===== config.mk =====
export PLATFORM = sky130hd
export DESIGN_NAME = lfu_cell
export DESIGN_NICKNAME = d
export VERILOG_FILES = /design/src/design/lfu_pkg.sv /design/src/design/lfu_cell.sv
export SDC_FILE = /design/constraint.sdc
export NUM_CORES = 1
export LEC_CHECK = 0
export CORE_UTILIZATION = 57
export DETAILED_ROUTE_END_ITERATION = 6
export DONT_BUFFER_PORTS = 1
export PLACE_DENSITY = 0.8
export SYNTH_ARGS = -nofsm -noshare
export SYNTH_HDL_FRONTEND = slang
export SYNTH_SLANG_ARGS = --single-unit

===== constraint.sdc =====
create_clock -name i_clk -period 2.3 [get_ports i_clk]
set_input_delay 0.23 -clock i_clk [delete_from_list [all_inputs] [get_ports i_clk]]
set_output_delay 0.23 -clock i_clk [all_outputs]
set_load 0.1 [all_outputs]

===== src/design/lfu_pkg.sv =====
`default_nettype none

package lfu_pkg;

    // Sizing of the slot row
    localparam int CAPACITY  = 64;
    localparam int LEVELS    = 10;
    localparam int KEY_WIDTH = 32;

    // Fixed port widths
    localparam int IN_KEY_W = 32;
    localparam int CFG_W    = 7;
    localparam int TALLY_W  = 32;

    localparam int LEVEL_W = $clog2(LEVELS);
    localparam int RANK_W  = (CAPACITY > 1) ? $clog2(CAPACITY) : 1;
    localparam int CNT_W   = $clog2(CAPACITY + 1);
    localparam int CMP_W   = (CNT_W > CFG_W) ? CNT_W : CFG_W;

    localparam logic [CFG_W-1:0] CAP_RESET = CFG_W'(64);

    typedef logic [KEY_WIDTH-1:0] t_key;
    typedef logic [LEVEL_W-1:0]   t_level;
    typedef logic [RANK_W-1:0]    t_rank;
    typedef logic [CNT_W-1:0]     t_count;

    typedef enum logic [1:0] {
        OP_NONE,
        OP_PROMOTE,
        OP_INSERT,
        OP_EVICT
    } t_op;

    // Broadcast to every slot cell when a key is taken in
    typedef struct packed {
        logic   capture;
        t_key   key;
        t_level vic_level;
        t_rank  vic_rank;
    } t_probe;

    // Broadcast to every slot cell when the decision is committed
    typedef struct packed {
        logic   commit;
        t_op    op;
        t_level lv;
        t_level lv_next;
        t_rank  rk;
        t_rank  new_rank;
        t_key   key;
    } t_cmd;

    // Per-cell status; level and rank are zero unless the cell matched
    typedef struct packed {
        logic   valid;
        logic   match;
        logic   free;
        logic   victim;
        t_level level;
        t_rank  rank;
    } t_report;

endpackage

`default_nettype wire


===== src/design/lfu_cell.sv =====
`default_nettype none

module lfu_cell (
    input  logic             i_clk,
    input  logic             i_rst_n,
    input  lfu_pkg::t_probe  i_probe,
    input  lfu_pkg::t_cmd    i_cmd,
    input  logic             i_free_in,
    output logic             o_free_out,
    output lfu_pkg::t_report o_report
);
    import lfu_pkg::*;

    logic   r_valid;
    logic   r_match;
    logic   r_free;
    logic   r_victim;
    t_key   r_key;
    t_level r_level;
    t_rank  r_rank;

    t_key   n_key;
    t_level n_level;
    t_rank  n_rank;

    // free token: set once any cell up the row is empty
    assign o_free_out = i_free_in | ~r_valid;

    always_comb begin
        o_report.valid  = r_valid;
        o_report.match  = r_match;
        o_report.free   = r_free;
        o_report.victim = r_victim;
        o_report.level  = r_match ? r_level : '0;
        o_report.rank   = r_match ? r_rank : '0;
    end

    always_ff @(posedge i_clk) begin
        if (!i_rst_n) begin
            r_valid  <= 1'b0;
            r_match  <= 1'b0;
            r_free   <= 1'b0;
            r_victim <= 1'b0;
        end else begin
            if (i_probe.capture) begin
                r_match  <= r_valid && (r_key == i_probe.key);
                r_free   <= ~r_valid & ~i_free_in;
                r_victim <= r_valid && (r_level == i_probe.vic_level)
                            && (r_rank == i_probe.vic_rank);
            end
            if (i_cmd.commit && (i_cmd.op == OP_INSERT) && r_free) begin
                r_valid <= 1'b1;
            end
        end
    end

    always_comb begin
        n_key   = r_key;
        n_level = r_level;
        n_rank  = r_rank;
        if (i_cmd.commit) begin
            case (i_cmd.op)
                OP_PROMOTE: begin
                    if (r_match) begin
                        n_level = i_cmd.lv_next;
                        n_rank  = '0;
                    end else if (r_valid && (r_level == i_cmd.lv) && (r_rank > i_cmd.rk)) begin
                        n_rank = r_rank - t_rank'(1);
                    end else if (r_valid && (r_level == i_cmd.lv_next)) begin
                        n_rank = r_rank + t_rank'(1);
                    end
                end
                OP_INSERT: begin
                    if (r_free) begin
                        n_key   = i_cmd.key;
                        n_level = '0;
                        n_rank  = '0;
                    end else if (r_valid && (r_level == '0)) begin
                        n_rank = r_rank + t_rank'(1);
                    end
                end
                OP_EVICT: begin
                    if (r_victim) begin
                        n_key   = i_cmd.key;
                        n_level = '0;
                        n_rank  = i_cmd.new_rank;
                    end
                end
                default: begin
                end
            endcase
        end
    end

    always_ff @(posedge i_clk) begin
        r_key   <= n_key;
        r_level <= n_level;
        r_rank  <= n_rank;
    end

endmodule

`default_nettype wire


### Word level (Yosys, flattened, before mapping)

Cells that the tools add are included.

* $add $sub $neg: 2
* $lt $le $gt $ge: 1
* equal/unequal tests: 13
* muxes and demuxes: 16
* bitwise operators: 4
* reductions and logical operators: 15

Operator list (number)
* $mux 32: 2
* $pmux 32 s2: 1
* $mux 6: 7
* $eq 32x32->1: 1
* $pmux 6 s3: 1
* $mux 4: 4
* $eq 4x4->1: 3
* $pmux 4 s3: 1
* $reduce_and 5->1: 2
* $logic_and 1x1->1: 9
* $add 6x1->6 const B: 1
* $eq 6x6->1: 1
* $gt 6x6->1: 1
* $ne 2x2->1 const B: 3
* $sub 6x1->6 const B: 1
* $eq 2x2->1 const B: 2
* $logic_not 4->1: 1
* $ne 4x4->1 const B: 1
* $reduce_and 4->1: 1
* $ne 3x2->1 const B: 1
* $reduce_bool 3->1: 1
* $eq 2x1->1 const B: 1
* $not 1->1: 2
* $reduce_bool 2->1: 1
* 2 further kinds: 2

* register bits: 46
* bits of input ports: 101
* output and inout bits: 15
* word-level logic and storage cells: 58

### Longest topological paths before layout

* depth after elaboration: 6
* depth in mapped cells: 8
* depth with buffers taken out: 8

### Worst setup path after synthesis

OpenSTA, ideal clock, no wires.

* path kind: register to register
* from: reg r_free
* to: reg r_key[0], enable pin
* library setup time: 0.421 ns
* arrival time: 1.986 ns
* required time: 1.879 ns
* path slack: -0.107 ns
* cell stages (with the launch flop): 4
* buffers on the path: 0
* period minus slack after synthesis: 2.407 ns
* path through: dfxtp_1 > mux2_2 > nand2_1 > nor2_1

* cells in the longest elaborated chain, start to end: 2

RTL lines
* start: declaration: line lfu_cell.sv:16 `logic r_free;`
* start signal: assignment: line lfu_cell.sv:47 `r_free <= ~r_valid & ~i_free_in;`
* $ne 2x2->1 (no source line)
* $reduce_and 4->1 (no source line)
* end signal: assignment: line lfu_cell.sv:96 `r_key <= n_key;`
* end: declaration: line lfu_cell.sv:18 `t_key r_key;`

No other way between the ends.
A chain may end at the register's enable or synchronous reset.

### Worst setup path in the final report

* from: reg r_rank[5]
* to: reg r_rank[1], data pin

* cells in the longest elaborated chain, start to end: 5

RTL lines
* start: declaration: line lfu_cell.sv:20 `t_rank r_rank;`
* start signal: assignment: line lfu_cell.sv:98 `r_rank <= n_rank;`
* $gt 6x6->1: line lfu_cell.sv:67 `end else if (r_valid && (r_level == i_cmd.lv) && (r_rank > i_cmd.rk)) begin`
* $logic_and 1x1->1: line lfu_cell.sv:67
* $mux 6: line lfu_cell.sv:67
* $mux 6: line lfu_cell.sv:64 `if (r_match) begin`
* $pmux 6 s3: line lfu_cell.sv:62 `case (i_cmd.op)`

No other way between the ends.

==> qor.csv <==
stage;metric;value;unit
yosys;number of synthesized flops with an enable pin;42;
yosys;top-count cell post-synth;edfxtp_1;
yosys;Syn Inst Count;240;
yosys;sequential element share of the synthesized area;49.3;%
yosys;post-synth top area share;46.4;%
critical_path;Crit. End Element;flop;
yosys;ys async rst share;0;%
global_route;largest net degree at the start of global routing;33;
clocking;clk_lat worst skew;0.29;ns
critical_path;worst r2r path cells;8;
clocking;Clock Tree Root;clkbuf_8;
hold_path;HP Class;primary input to flop;
placement;placed cell areas;3020;um2
clocking;Clock Sinks;46;
pwr;leak pwr;1.13;nW
yosys;Post-synth top cells;edfxtp_1 (42), xor2_1 (41), xnor2_1 (14);
yosys;Top FF cell, synth;edfxtp_1;
routing;Routed WL;5.59;mm
yosys;Post-Syn Nets;349;
flow_run;Maximum Capacitance Violations;0;
global_route;GRT Total Usage;23.3;%
yosys;Synth Register Bits;46;
placement;HPWL Detailed;4.58;mm
critical_path;worst path arrival time;2.09;ns
die;Die ar.;5050;um2
sta;TNS Setup;0;ns
global_route;initial antenna violation count;0;
routing;antenna-violating nets left;0;
pwr;Power Dens Cells;501;nW/um2
critical_path;worst-path maximum fanout;8;
die;row count;24;
yosys;Mapped Avg Cell Area;11.3;um2
clocking;TritonCTS Buffers;5;
yosys;Ys Warns;0;
sta;Final Cycle Share;89.2;%
cells_and_area;Multi-input gate area;1270;um2
routing;Initial DRC Count;111;
global_route;vias in the first global route;1910;
critical_path;nature of the critical path startpoint;flop;
die;Die W;71.1;um
sta;clock skew;0.00376;ns
sta;post-layout minimum cycle time;2.05;ns
cells_and_area;n_diodes;0;
routing;Vias/cell;5.98;
die;io pins;116;
yosys;top cells by area, synth;edfxtp_1 (46%), xor2_1 (13%), xnor2_1 (4.5%);
sta;RSZ-0062 raised after global routing;false;
clocking;worst-case clock buffer depth;2;
routing;DR pass1 iterations;6;
status;status;complete, but fails checks;
yosys;synth unique cells;45;
clocking;Clock transition at path regs;0.08;ns
pwr;Max VDD drop;455;uV
clocking;postcts setup bufs;0;
hold_path;hold path cells;0;
cells_and_area;Register Area;1340;um2
cells_and_area;FILL cells;325;
cells_and_area;layout cells sized above 1;14.6;%
die;Initial Util;60.8;%
cells_and_area;Nets;368;
sta;Rel. slew slack;57.7;%
clocking;CTS tree;done;
cells_and_area;final instance area;3110;um2
critical_path;Worst Path Required;2.34;ns
yosys;Mapped Area;2720;um2
clocking;Hold Buf Count CTS;0;
sta;Final setup violation count;0;
critical_path;Setup CP Type;flop to flop;
clocking;htree depth;2;
routing;# DRC;9;
placement;routability cong.;0.882;
sta;fmax;487;MHz
die;die height;71.1;um
global_route;GRT overflow;0;
sta;Slew @ Worst Pin;0.633;ns
global_route;first-pass GRT wire length;8.80;mm
sta;Final Hold Violating Endpoints;0;
yosys;area leader, netlist;edfxtp_1;
routing;WL/cell;17.9;um
placement;buffers added on ports;0;
status;violated checks;DRC;
routing;DR vias;1866;
clocking;PostCTS Resize Cnt;0;
sta;Final Slew Violations;0;
cells_and_area;Layout area overhead;14.3;%
die;core area;4470;um2
-- cell families (layout without fill, tap and decap cells) --
| group | after synthesis | count (layout) | synth area share (%) |
|---|---|---|---|
| mux | 3 | 3 | 1.15 |
| compound gates | 32 | 32 | 8.33 |
| flops | 46 | 46 | 49.3 |
| fa+ha+maj | 8 | 8 | 3.68 |
| simple gates | 74 | 74 | 15.7 |
| buf+inv | 22 | 42 | 4.05 |
| xor+xnor | 55 | 55 | 17.7 |
-- flip-flops by register name (all words and copies together) (netlist names) --
signal,count
r_victim,1
r_level,4
r_valid,1
r_key,32
r_rank,6
r_match,1
r_free,1
-- final timing paths --
kind	startpoint	end	slack, ns
min	i_cmd[11]	r_key[11]	0.03
max reg2reg	r_rank[5]	r_rank[1]	0.25
max	r_rank[5]	r_rank[1]	0.25
min reg2reg	r_free	r_valid	0.66
-- routing by layer --
metal / global-route usage, % / up-vias / part of all wire [%]
li1: - / 898 / -
met4: 7.78 / 0 / 1.6
met5: 0 / - / 0
met1: 23.9 / 865 / 36
met2: 44.4 / 95 / 53
met3: 7.69 / 8 / 9.2
-- layout by cell type (no fill, tap or decap), drive strengths merged, types with 6 or more instances in the layout --
cell,Yosys,final
a21oi,6,6
and2,10,10
buf,7,24
edfxtp,42,42
ha,8,8
inv,10,11
nand2,9,9
nand3,7,7
nor2,7,7
nor2b,8,8
nor4,13,13
xnor2,14,14
xor2,41,41
-- final cells by class --
cell class,instances,area share (%)
sequential,46,43.2
multi-input combinational,172,40.9
timing repair buffer,24,9.82
clock buffer,5,2.21
tap,52,2.09
inverter,10,1.21
clock inverter,3,0.644
-- report_power, final --
group	internal (mW)	switching (mW)	total, mW	leakage [nW]
sequential	0.924	0.00733	0.932	0.413
clock	0.214	0.262	0.476	0.0422
combinational	0.0702	0.0781	0.148	0.675
total	1.21	0.347	1.56	1.13
-- metrics by stage --
step	hold slack (ns)	power, mW	std cells	utilization [%]	worst slack [ns]
3_5_place_dp	0.329	1.10	304	67.5	0.277
5_1_grt	0.00401	1.62	312	69.5	0.115
3_3_place_gp	0.329	1.09	304	67.5	0.373
2_1_floorplan	0.329	1.07	240	-	0.0756
4_1_cts	0.0205	1.57	312	69.5	0.253
6_report	0.0321	1.56	312	69.5	0.248
-- worst max-delay path, stage by stage (launching register included) --
cell and delay (ns):
edfxtp_1 0.40, ha_1 0.33, nand4_1 0.14, o211ai_1 0.11, nor4_1 0.29, nand2_2 0.11, buf_4 0.18, xnor2_1 0.13
o2bb2ai_1 0.12
No activity file was read; power rests on OpenSTA's default activity.
